===== src/design/pcp_pkg.sv =====
// Shared types and constants for the pedal control panel.
`timescale 1ns / 1ps

package pcp_pkg;

    // Field widths fixed by the panel item and result formats
    localparam int GAIN_W   = 16;
    localparam int OFFSET_W = 16;
    localparam int ZONE_W   = 15;
    localparam int POS_W    = 17;
    localparam int CFG_DATA_W = 16;
    localparam int CFG_ADDR_W = 2;
    localparam int OUT_TDATA_W = 32;

    // Parameter defaults
    localparam int NUM_SLOTS_DEF = 4;
    localparam int KNOB_BITS_DEF = 12;

    // Register reset values
    localparam logic [GAIN_W-1:0]   KNOB_GAIN_RST   = 16'd16876;
    localparam logic [OFFSET_W-1:0] KNOB_OFFSET_RST = 16'd983;
    localparam logic [ZONE_W-1:0]   DEADBAND_RST    = 15'd983;

    localparam logic [POS_W-1:0] Q16_ONE = 17'h10000;

    // Switch modes
    localparam logic [1:0] MODE_SET       = 2'b00;
    localparam logic [1:0] MODE_MOMENTARY = 2'b01;
    localparam logic [1:0] MODE_LATCH     = 2'b10;
    localparam logic [1:0] MODE_BOTH      = 2'b11;

    // Configuration register indexes
    typedef enum logic [CFG_ADDR_W-1:0] {
        REG_KNOB_GAIN   = 2'd0,
        REG_KNOB_OFFSET = 2'd1,
        REG_DEADBAND    = 2'd2
    } pcp_reg_t;

    typedef struct packed {
        logic [GAIN_W-1:0]   knob_gain;
        logic [OFFSET_W-1:0] knob_offset;
        logic [ZONE_W-1:0]   deadband;
    } pcp_cfg_t;

    // Captured item, knob already scaled to Q16
    typedef struct packed {
        logic             toggle_a_low;
        logic             toggle_b_low;
        logic             foot_level;
        logic [POS_W-1:0] knob_pos;
    } pcp_item_t;

    typedef struct packed {
        logic [POS_W-1:0] knob_position;
        logic             knob_accepted;
        logic             param_changed;
        logic             slot_changed;
        logic [2:0]       routed_slot;
        logic [1:0]       effect_slot;
        logic [1:0]       switch_mode;
        logic             fx_on;
    } pcp_result_t;

endpackage


===== src/design/pcp_knob_scale.sv =====
// Knob code scaling to Q16: (code * gain >> 10) - offset, clamped to 0..1.0.
`timescale 1ns / 1ps

module pcp_knob_scale import pcp_pkg::*; #(
    parameter int KNOB_BITS = KNOB_BITS_DEF
) (
    input  logic [KNOB_BITS-1:0] knob_code,
    input  logic [GAIN_W-1:0]    knob_gain,
    input  logic [OFFSET_W-1:0]  knob_offset,
    output logic [POS_W-1:0]     knob_pos
);

    localparam int PROD_W = KNOB_BITS + GAIN_W;
    localparam int SUM_W  = KNOB_BITS + GAIN_W + 1;

    logic [PROD_W-1:0] prod;
    logic [SUM_W-1:0]  scaled;
    logic [SUM_W-1:0]  offset_ext;
    logic [SUM_W-1:0]  diff;

    always_comb begin
        prod       = PROD_W'(knob_code) * PROD_W'(knob_gain);
        scaled     = SUM_W'(prod >> 10);
        offset_ext = SUM_W'(knob_offset);
        diff       = scaled - offset_ext;
        if (scaled <= offset_ext) begin
            knob_pos = '0;
        end else if (diff > SUM_W'(Q16_ONE)) begin
            knob_pos = Q16_ONE;
        end else begin
            knob_pos = diff[POS_W-1:0];
        end
    end

endmodule


===== src/design/pcp_panel_core.sv =====
// Panel state: mode, enable, slot and knob tracking; result for the item in flight.
`timescale 1ns / 1ps

module pcp_panel_core import pcp_pkg::*; #(
    parameter int NUM_SLOTS = NUM_SLOTS_DEF
) (
    input  logic        aclk,
    input  logic        aresetn,
    input  logic        step,
    input  pcp_item_t   item,
    input  pcp_cfg_t    cfg,
    output pcp_result_t result
);

    localparam int SLOT_W = $clog2(NUM_SLOTS);
    localparam int SPROD_W = POS_W + SLOT_W + 1;
    localparam logic [SLOT_W:0]   SLOT_PASS = (SLOT_W+1)'(NUM_SLOTS);
    localparam logic [SLOT_W+1:0] SLOT_LIM  = (SLOT_W+2)'(NUM_SLOTS);
    localparam logic [SLOT_W-1:0] SLOT_TOP  = SLOT_W'(NUM_SLOTS - 1);

    logic [1:0]        mode_reg, mode_next;
    logic              enable_reg, enable_next;
    logic [SLOT_W-1:0] slot_reg, slot_next;
    logic              foot_last_reg, foot_last_next;
    logic              wide_zone_reg, wide_zone_next;
    logic [POS_W-1:0]  knob_last_reg, knob_last_next;
    logic              have_reading_reg, have_reading_next;

    logic [1:0]          mode;
    logic                en_mode;
    logic                wide_mode;
    logic [POS_W-1:0]    pos;
    logic [POS_W-1:0]    zone;
    logic [POS_W-1:0]    diff;
    logic                accept;
    logic [SPROD_W-1:0]  slot_prod;
    logic [SLOT_W+1:0]   slot_raw;
    logic [SLOT_W-1:0]   slot_pick;
    logic [SLOT_W:0]     routed_wide;
    logic [SLOT_W+2:0]   slot_ext;
    logic [SLOT_W+3:0]   routed_ext;

    always_comb begin
        mode = {~item.toggle_b_low, ~item.toggle_a_low};
        pos  = item.knob_pos;

        // mode change drops the enable and widens the dead zone
        en_mode   = (mode != mode_reg) ? 1'b0 : enable_reg;
        wide_mode = (mode != mode_reg) | wide_zone_reg;

        enable_next    = en_mode;
        foot_last_next = item.foot_level;
        if (item.foot_level != foot_last_reg) begin
            if (mode == MODE_LATCH && item.foot_level) begin
                enable_next = ~en_mode;
            end else if (mode == MODE_MOMENTARY) begin
                enable_next = item.foot_level;
            end
        end

        zone = wide_mode ? {cfg.deadband, 2'b00} : POS_W'(cfg.deadband);
        diff = (pos >= knob_last_reg) ? pos - knob_last_reg : knob_last_reg - pos;
        accept = !have_reading_reg
              || (pos == Q16_ONE && knob_last_reg != Q16_ONE)
              || (pos == '0 && knob_last_reg != '0)
              || (diff >= zone);

        slot_prod = SPROD_W'(pos) * SPROD_W'(NUM_SLOTS);
        slot_raw  = slot_prod[SPROD_W-1:16];
        slot_pick = (slot_raw >= SLOT_LIM) ? SLOT_TOP : slot_raw[SLOT_W-1:0];

        mode_next         = mode;
        wide_zone_next    = wide_mode;
        knob_last_next    = knob_last_reg;
        have_reading_next = have_reading_reg;
        slot_next         = slot_reg;
        result            = '0;
        if (accept) begin
            wide_zone_next    = 1'b0;
            knob_last_next    = pos;
            have_reading_next = 1'b1;
            if (mode != MODE_SET) begin
                result.param_changed = 1'b1;
            end else begin
                result.slot_changed = (slot_pick != slot_reg);
                slot_next           = slot_pick;
            end
        end

        routed_wide = enable_next ? {1'b0, slot_next} : SLOT_PASS;
        slot_ext    = {3'b000, slot_next};
        routed_ext  = {3'b000, routed_wide};

        result.fx_on         = enable_next;
        result.switch_mode   = mode;
        result.effect_slot   = slot_ext[1:0];
        result.routed_slot   = routed_ext[2:0];
        result.knob_accepted = accept;
        result.knob_position = accept ? pos : '0;
    end

    always_ff @(posedge aclk) begin
        if (!aresetn) begin
            mode_reg         <= MODE_SET;
            enable_reg       <= 1'b1;
            slot_reg         <= '0;
            foot_last_reg    <= 1'b0;
            wide_zone_reg    <= 1'b0;
            knob_last_reg    <= '0;
            have_reading_reg <= 1'b0;
        end else if (step) begin
            mode_reg         <= mode_next;
            enable_reg       <= enable_next;
            slot_reg         <= slot_next;
            foot_last_reg    <= foot_last_next;
            wide_zone_reg    <= wide_zone_next;
            knob_last_reg    <= knob_last_next;
            have_reading_reg <= have_reading_next;
        end
    end

    // a reading drives either a slot pick or a parameter change, never both
    assert property (@(posedge aclk) disable iff (!aresetn)
        step |-> !(result.slot_changed && result.param_changed))
        else $error("slot and parameter change in one item");

    // once a reading is taken it stays taken until reset
    assert property (@(posedge aclk) disable iff (!aresetn)
        have_reading_reg |=> have_reading_reg)
        else $error("have_reading cleared without reset");

    assert property (@(posedge aclk) disable iff (!aresetn)
        slot_reg < SLOT_LIM)
        else $error("slot out of range");

    // accepted reading becomes the new reference
    assert property (@(posedge aclk) disable iff (!aresetn)
        step && accept |=> knob_last_reg == $past(pos) && !wide_zone_reg)
        else $error("knob reference not updated on acceptance");

endmodule


===== src/design/pedal_control_panel_unit.sv =====
// Pedal control panel top level: config registers, input and result registers.
//
// Usage:
//   Input stream s_tvalid/s_tready/s_tdata carries one panel sample per item:
//   toggle pins, foot switch level and knob code. Each sample yields exactly
//   one result item on m_tvalid/m_tready/m_tdata with the enable, mode, slot
//   selection and the knob acceptance flags and position.
//   The cfg_* channel writes knob_gain (0), knob_offset (1) and deadband (2);
//   other indexes are ignored. cfg_ready is always high; write only while
//   no items are in flight.
//   An accepted item passes the input register, then the result register that
//   drives m_tvalid. The knob is scaled (one multiply) as the item enters the
//   input register; state update and result formation run between the two.
//   Throughput: one item per cycle, while m_tready is high.
//   When the receiver stalls the result register holds, the input register
//   still takes one more item, then s_tready drops until the result drains.
//   Reset (aresetn low, synchronous) empties both registers, restores the
//   register defaults and returns the panel to set mode, enabled, slot 0,
//   with no knob reading taken.
`timescale 1ns / 1ps

module pedal_control_panel_unit import pcp_pkg::*; #(
    parameter int NUM_SLOTS = NUM_SLOTS_DEF,
    parameter int KNOB_BITS = KNOB_BITS_DEF
) (
    input  logic                  aclk,
    input  logic                  aresetn,

    input  logic                  s_tvalid,
    output logic                  s_tready,
    // toggle_a_low, toggle_b_low, foot_level, knob_code (low bit first)
    input  logic [((3+KNOB_BITS+7)/8)*8-1:0] s_tdata,

    output logic                  m_tvalid,
    input  logic                  m_tready,
    // fx_on, switch_mode, effect_slot, routed_slot, slot_changed,
    // param_changed, knob_accepted, knob_position (low bit first)
    output logic [OUT_TDATA_W-1:0] m_tdata,

    input  logic                  cfg_valid,
    output logic                  cfg_ready,
    input  logic [CFG_ADDR_W-1:0] cfg_addr,
    input  logic [CFG_DATA_W-1:0] cfg_data
);

    pcp_cfg_t    cfg_reg;
    pcp_item_t   item_reg;
    logic        in_vld_reg;
    pcp_result_t res_reg;
    logic        out_vld_reg;

    logic        advance;
    logic        s_accept;
    logic [POS_W-1:0] knob_pos;
    pcp_result_t result;

    assign cfg_ready = 1'b1;
    assign advance   = in_vld_reg && (!out_vld_reg || m_tready);
    assign s_tready  = !in_vld_reg || advance;
    assign s_accept  = s_tvalid && s_tready;

    pcp_knob_scale #(
        .KNOB_BITS (KNOB_BITS)
    ) u_scale (
        .knob_code   (s_tdata[3 +: KNOB_BITS]),
        .knob_gain   (cfg_reg.knob_gain),
        .knob_offset (cfg_reg.knob_offset),
        .knob_pos    (knob_pos)
    );

    pcp_panel_core #(
        .NUM_SLOTS (NUM_SLOTS)
    ) u_core (
        .aclk    (aclk),
        .aresetn (aresetn),
        .step    (advance),
        .item    (item_reg),
        .cfg     (cfg_reg),
        .result  (result)
    );

    always_ff @(posedge aclk) begin
        if (!aresetn) begin
            cfg_reg.knob_gain   <= KNOB_GAIN_RST;
            cfg_reg.knob_offset <= KNOB_OFFSET_RST;
            cfg_reg.deadband    <= DEADBAND_RST;
        end else if (cfg_valid && cfg_ready) begin
            case (pcp_reg_t'(cfg_addr))
                REG_KNOB_GAIN:   cfg_reg.knob_gain   <= cfg_data;
                REG_KNOB_OFFSET: cfg_reg.knob_offset <= cfg_data;
                REG_DEADBAND:    cfg_reg.deadband    <= cfg_data[ZONE_W-1:0];
                default: ;
            endcase
        end
    end

    always_ff @(posedge aclk) begin
        if (!aresetn) begin
            in_vld_reg  <= 1'b0;
            out_vld_reg <= 1'b0;
        end else begin
            if (s_accept) begin
                in_vld_reg <= 1'b1;
            end else if (advance) begin
                in_vld_reg <= 1'b0;
            end
            if (advance) begin
                out_vld_reg <= 1'b1;
            end else if (m_tready) begin
                out_vld_reg <= 1'b0;
            end
        end
    end

    always_ff @(posedge aclk) begin
        if (s_accept) begin
            item_reg.toggle_a_low <= s_tdata[0];
            item_reg.toggle_b_low <= s_tdata[1];
            item_reg.foot_level   <= s_tdata[2];
            item_reg.knob_pos     <= knob_pos;
        end
        if (advance) begin
            res_reg <= result;
        end
    end

    assign m_tvalid = out_vld_reg;
    assign m_tdata  = {(OUT_TDATA_W - $bits(pcp_result_t))'(0), res_reg};

endmodule

===== config.mk =====
export PLATFORM = sky130hd
export DESIGN_NAME = pedal_control_panel_unit
export DESIGN_NICKNAME = d
export VERILOG_FILES = /design/src/design/pcp_pkg.sv /design/src/design/pcp_knob_scale.sv /design/src/design/pcp_panel_core.sv /design/src/design/pedal_control_panel_unit.sv
export SDC_FILE = /design/constraint.sdc
export NUM_CORES = 1
export LEC_CHECK = 0
export BUFFER_PORTS_ARGS = -buffer_cell sky130_fd_sc_hd__buf_2
export CAP_MARGIN = 10
export CORE_MARGIN = 5
export CORE_UTILIZATION = 30
export CTS_CLUSTER_SIZE = 12
export DETAILED_ROUTE_END_ITERATION = 12
export MAX_ROUTING_LAYER = met4
export SYNTH_ARGS = -nofsm -noshare
export SYNTH_HDL_FRONTEND = slang
export SYNTH_SLANG_ARGS = --single-unit

===== constraint.sdc =====
create_clock -name aclk -period 13.43 [get_ports aclk]
set_clock_uncertainty 0.05 [all_clocks]
set_input_delay 3.3575 -clock aclk [delete_from_list [all_inputs] [get_ports aclk]]
set_output_delay 3.3575 -clock aclk [all_outputs]
set_load 0.005 [all_outputs]

# Yosys cells after proc, flatten, opt, wreduce, memory -nomap -nowiden
# Index checks and enable logic that the tools add are counted.
[totals] reg_bits=122 wordCells=91 input_bits=39 out_inout_bits=35
[op_classes] n_reduce_logical=25 n_mux=17 order_cmp=5 n_addsub=3 bitwise=5 n_mul=1 n_eq_ne=9
[op_table] cell="17-bit two-way mux" count=3
[op_table] cell="17-bit greater-or-equal comparator" count=2
[op_table] cell="17-bit subtractor" count=2
[op_table] cell="29-bit by 17-bit greater-than comparator with 1-bit output (second input constant)" count=1
[op_table] cell="12-bit by 16-bit multiplier with 28-bit output" count=1
[op_table] cell="18-bit by 16-bit subtractor with 19-bit output" count=1
[op_table] cell="18-bit by 16-bit less-or-equal comparator with 1-bit output" count=1
[op_table] cell="17-bit equality test (second input constant)" count=1
[op_table] cell="17-bit zero test" count=1
[op_table] cell="17-bit != test (second input constant)" count=1
[op_table] cell="17-bit nonzero test" count=1
[op_table] cell="1-bit two-way mux" count=10
[op_table] cell="2-bit AND reduction" count=4
[op_table] cell="2-bit two-way mux" count=3
[op_table] cell="2-bit nonzero test" count=3
[op_table] cell="1-bit logical AND" count=5
[op_table] cell="1-bit logical OR" count=5
[op_table] cell="2-bit by 1-bit equality test with 1-bit output (second input constant)" count=2
[op_table] cell="2-bit equality test (second input constant)" count=2
[op_table] cell="2-bit != test" count=2
[op_table] cell="1-bit NOT" count=4
[op_table] cell="2-bit OR reduction" count=2
[op_table] cell="3-bit greater-or-equal comparator (second input constant)" count=1
[op_table] cell="1-bit zero test" count=3
[op_table] cell="other kinds (4)" count=4

# Depth between registers and ports, before layout
[logic_depth] depth_word=8 depth_mapped=35 mapped_depth_nobuf=33

# Modules after synthesis
# Synthesis repeated with hierarchy kept, for this count alone.
[unflattened] cells_unflattened=1608 area_unflattened_um2=14224.9
[by_module_without_submodules] mod="pcp_knob_scale" cells_each=871 area_each_um2=7073.0 seq_area_each_um2=0.0 instances=1
[by_module_without_submodules] mod="pcp_panel_core" cells_each=491 area_each_um2=3706.1 seq_area_each_um2=500.5 instances=1
[by_module_without_submodules] mod="pedal_control_panel_unit" cells_each=246 area_each_um2=3445.8 seq_area_each_um2=2422.3 instances=1

# Least setup slack after synthesis
# OpenSTA, ideal clock, no wires.
[synth_path] path_kind="input -> register" start="in s_tdata[14]" end="reg item_reg[6] (netlist name) (data pin)" stages=33 required_time_ps=13115 setup_slack_ps=2879 arrival_time_ps=10237 setup_ps=265 path_buffers=3 path_cell_list="clkbuf_1 -> nand2_1 -> fa_1 -> fa_1 -> inv_1 -> fa_1 -> fa_1 -> inv_1 -> fa_1 -> inv_1 -> ha_1 -> a21o_1 -> a21oi_1 -> o21ai_1 -> o21a_1 -> o21ai_1 -> nor2b_1 -> nor2b_1 -> nor2_1 -> xnor2_1 -> ha_1 -> buf_2 -> o21ai_1 -> o21bai_1 -> o211a_1 -> nor3_2 -> nor2b_1 -> o21ai_1 -> nor2b_1 -> o31ai_1 -> a211oi_4 -> buf_6 -> nor2_1"
[synth_between] elab_chain_len=4 elab_cells_between_ends=5 cone_classes="add/sub: 1; mul: 1; order compare: 2; reduce/logical: 1"
[synth_rtl] element="start, declared" line="pedal_control_panel_unit.sv:32" text="input logic [((3+KNOB_BITS+7)/8)*8-1:0] s_tdata,"
[synth_rtl] element="12-bit by 16-bit multiplier with 28-bit output (*)" line="pcp_knob_scale.sv:22" text="prod = PROD_W'(knob_code) * PROD_W'(knob_gain);"
[synth_rtl] element="18-bit by 16-bit subtractor with 19-bit output" line="pcp_knob_scale.sv:25" text="diff = scaled - offset_ext;"
[synth_rtl] element="29-bit by 17-bit greater-than comparator with 1-bit output" line="pcp_knob_scale.sv:28" text="end else if (diff > SUM_W'(Q16_ONE)) begin"
[synth_rtl] element="2-bit OR reduction (no line)"
[synth_rtl] element="end, declared" line="pedal_control_panel_unit.sv:47" text="pcp_item_t item_reg;"
# Mark *: on every way between the ends. The rest lies on a longest branch, timed or not.
# A chain may end at the register's enable or synchronous reset.

# Worst setup path after layout
[layout_path] start="in s_tdata[11]" end="reg item_reg[10] (netlist name) (data pin)"
# The elaborated chain is that of the path after synthesis.

==> results by stage <==
Worst setup path:
- The critical path contains buffers and inverters numbering 5 combined.
- Among all stages on the critical path, the largest delay is contributed by sky130_fd_sc_hd__fa_1.
- The endpoint type of the worst setup path is a flop.
- The depth of the most critical reg-to-reg path is 31.
- Of all nets on the critical path, the largest fanout is 16.
- The setup path with the least slack is of type in2reg.
- The longest individual stage delay on the worst path is 0.54 ns.
- In this design, the largest share of critical-path delay is due to adder cells.
- The worst setup slack for register-to-register paths is 4.86 ns.
- The endpoint of the worst-slack reg-to-reg timing path is item_reg[10].
- The worst setup path is launched from a primary input.
- For the worst setup path, the data arrival time is 11.19 ns.
- Among the stages of the critical path, the cell type that occurs most often is sky130_fd_sc_hd__fa_1.
- The worst reg2reg path startpoint is cfg_reg[37].
- The endpoint required time on the critical path is 13.51 ns.

Die:
- For this configuration, the core starts out at a cell density of 30.3%.
- The core region is 44300 um2.
- The area of the die is 49100 um2.
- The number of placement rows is 77.
- From left edge to right edge, the die measures 222 um.
- For this design the top-level I/O count stands at 74.
- The floorplan step set the die height to 222 um.

Route:
- Dividing the detail-routed wire length by the instance count gives 15.0 um.
- The routed via count is 10700.
- The DRC violation total after the first TritonRoute iteration is 588.
- The routed via count divided by cell count is 4.83.
- The first TritonRoute pass finished after 6 iterations.
- Wires add up to 33.2 mm.
- The detail route stage leaves a number of antenna-violating nets equal to 0.
- In the routed design, unresolved DRC markers number 0.

STA:
- The number of pins with negative max-slew slack in the final report is 0.
- The total count of hold-check failures in the final report came to 0.
- The headroom to the max-slew limit is 35.3%.
- The transition at the pin with the smallest max-transition slack is 0.967 ns.
- In the final timing run, aggregate negative setup slack is 0 ns.
- The final setup violation count is 0.
- The routed design could run at a clock period as short as 11.10 ns.
- Timing would allow up to 0.0901 GHz.
- Setup repair after global routing left no endpoint under its margin.
- The part of the cycle the worst path needs is 82.7%.

Hold path:
- For hold timing, the worst endpoint is cfg_reg[27].
- In this run the worst hold path is classified as reg2reg.
- The number of stages on the worst hold path is 2.
- The startpoint of the tightest hold check path is cfg_reg[27].

Synth:
- The most frequently used flop master after synthesis is sky130_fd_sc_hd__dfxtp_1.
- Summing the areas of all compound-gate instances in the mapped netlist gives 11.6% of the synthesized area.
- The total of warnings raised by yosys is 0.
- Sequential elements use 21.7% of the synthesized area.
- The dominant combinational cell family by area after synthesis is adder cells.
- The number of synthesized register bits is 122.
- In the synthesized netlist the async set-or-reset flop fraction comes to 0%.
- Of the post-synthesis cell area, the part taken by muxes is 1.65%.
- The netlist uses 75 different library cells.
- Yosys mapped a number of flops with a built-in enable equal to 48.
- The average cell area after synthesis is 8.50 um2.
- The post-synthesis share of cell area spent on xor and xnor gates is 2.67%.
- After synthesis the cells add up to 13400 um2.
- Of the total synthesized cell area, the portion taken by full adders, half adders and majority gates is 33.1%.
- The cell count after synthesis came out at 1582.
- Summing the areas of all and, or, nand and nor instances in the mapped netlist gives 20.2% of the synthesized area.

Layout:
- Cells with a size suffix above 1 make up 7.62% of the layout.
- The flip-flop count of the largest register, all copies and words added is 47.
- The final net count is 1910.
- For this run, the share of the core covered by cells in the final layout is 33.6%.
- The area growth from synthesis to layout is 10.6%.

Global route:
- Entering global routing, the biggest net connects 94 pins.
- Global routing consumed, over all layers together, 13.7% of the routing resources.
- The number of antenna violations at the first check in global routing is 3.
- Global routing finished with a remaining overflow of 0.
- The wire length of the first global-routing pass is 54.7 mm.
- The via count of the first global-routing pass is 10800.

Clocking:
- Gates resized during post-CTS repair numbered 0.
- The clock network latency to the later pin of the worst-skew pair is 0.43 ns.
- The number of levels in the clock H-tree is 4.
- CTS saw 122 sinks.
- No sink is reached through more buffers than the 2 on the longest clock path.
- Buffers inserted to repair hold after CTS numbered 0.
- TritonCTS built the clock tree.
- In this run, CTS created clock tree buffers numbering 17.
- The number of setup buffers added after CTS is 0.
- Clock-pin slew was measured on the worst setup and hold paths at 0.06 ns.
- The cell sitting at the root of the clock tree is a sky130_fd_sc_hd__clkbuf_16.

Placed design:
- The final HPWL from detailed placement is 26.3 mm.
- The congestion estimate from routability-driven global placement came to 0.910.
- The count of input and output buffers is 67.

Flow run:
- The tool flagged a number of max-cap violations equal to 0.

Outcome:
- The run finished with clean final reports.
==> placed cells by master, fill, tap and decap left out, drive strengths merged, types with 49 or more instances in the layout <==
cell	netlist	routed
nand2	270	270
a21oi	49	49
and2	64	64
buf	11	73
ha	128	128
o21ai	54	54
inv	238	241
fa	142	142
dfxtp	74	74
nor2	83	83
==> Yosys cell counts (3+ instances only) <==
cell type                  number  share of area, %
sky130_fd_sc_hd__buf_4          5              0.28
sky130_fd_sc_hd__inv_1        238               6.6
sky130_fd_sc_hd__a221oi_1       3              0.20
sky130_fd_sc_hd__nor4_1        10              0.47
sky130_fd_sc_hd__o211ai_1      11              0.61
sky130_fd_sc_hd__edfxtp_1      48                11
sky130_fd_sc_hd__o21bai_1       6              0.34
sky130_fd_sc_hd__ha_1         128                12
sky130_fd_sc_hd__fa_1         142                21
sky130_fd_sc_hd__dfxtp_1       74                11
sky130_fd_sc_hd__nor3b_1        3              0.17
sky130_fd_sc_hd__xor2_1        15              0.98
sky130_fd_sc_hd__nor2b_1       20              0.93
sky130_fd_sc_hd__mux2i_1       21               1.6
sky130_fd_sc_hd__nand3b_1       4              0.22
sky130_fd_sc_hd__nor4bb_1       3              0.22
sky130_fd_sc_hd__a31oi_1        3              0.14
sky130_fd_sc_hd__buf_2          3              0.11
sky130_fd_sc_hd__or2_2          3              0.14
sky130_fd_sc_hd__a21o_1        32               1.8
sky130_fd_sc_hd__nand4_1       12              0.56
sky130_fd_sc_hd__nor2_1        83               2.3
sky130_fd_sc_hd__and2_1        64               3.0
sky130_fd_sc_hd__nor3_1        24              0.89
sky130_fd_sc_hd__nand3_1       48               1.8
sky130_fd_sc_hd__o21a_1         8              0.45
sky130_fd_sc_hd__o211a_1        5              0.37
sky130_fd_sc_hd__a211oi_1       9              0.50
sky130_fd_sc_hd__and3_1         7              0.33
sky130_fd_sc_hd__a21boi_0      25               1.4
sky130_fd_sc_hd__nand2b_1      12              0.56
sky130_fd_sc_hd__a21oi_1       49               1.8
sky130_fd_sc_hd__xnor2_1       26               1.7
sky130_fd_sc_hd__o21ai_1       19              0.71
sky130_fd_sc_hd__a211o_1        5              0.33
sky130_fd_sc_hd__o21ai_0       34               1.3
sky130_fd_sc_hd__clkbuf_1      65               1.8
sky130_fd_sc_hd__nand2_1      269               7.5
==> cells by family after synthesis <==
| kind of cell | count (synthesis) |
|---|---|
| compound gates | 233 |
| xor+xnor | 41 |
| fa+ha+maj | 270 |
| buf+inv | 315 |
| flops | 122 |
| mux | 22 |
| other cells | 2 |
| simple gates | 577 |
==> per-layer routing <==
metal	wire length [um]	vias up	GRT usage [%]	part of all wire (%)
met5	0	-	-	0
met4	730	0	3.72	2.2
met3	1560	45	2.16	4.7
met2	16400	244	23.4	49
met1	14500	5216	17.0	44
li1	-	5171	-	-
==> stage by stage <==
step / cell area (um2) / worst slack, ns / hold WS, ns / instances
6_report: 14900 / 2.33 / 0.415 / 2209
5_1_grt: 14900 / 1.87 / 0.449 / 2209
4_1_cts: 14900 / 2.38 / 0.418 / 2206
3_5_place_dp: 14300 / 1.97 / 0.410 / 2174
3_3_place_gp: 14300 / 2.12 / 0.404 / 2174
2_1_floorplan: 13500 / 2.88 / 0.392 / 1585
==> how the worst max path moves through the flow <==
stage	from	end	cells after the start
floorplan	s_tdata[14]	item_reg[6]	33
global placement	s_tdata[11]	item_reg[5]	33
detailed placement	s_tdata[11]	item_reg[5]	33
CTS	s_tdata[11]	item_reg[5]	33
global route	s_tdata[11]	item_reg[10]	33
finish	s_tdata[11]	item_reg[10]	33
==> tightest hold or removal path, cell delays in order, from the launching register on <==
cell,delay [ns]
sky130_fd_sc_hd__dfxtp_1,0.31
sky130_fd_sc_hd__nand2_1,0.04
sky130_fd_sc_hd__a21boi_0,0.06
==> area by class of cell <==
type / instances / area (um2)
repair buffers: 73 / 380
clock buffers: 22 / 508
diodes: 3 / 7.51
clock inverters: 10 / 77.6
fillers: 4658 / 29400
multi-input cells: 1148 / 9340
flip-flops and latches: 122 / 2920
inverters: 239 / 897
well taps: 592 / 741
Power is left out: the tool's default activity adds up to more than one toggle a clock period on the data nets, which glitch-free logic cannot reach.
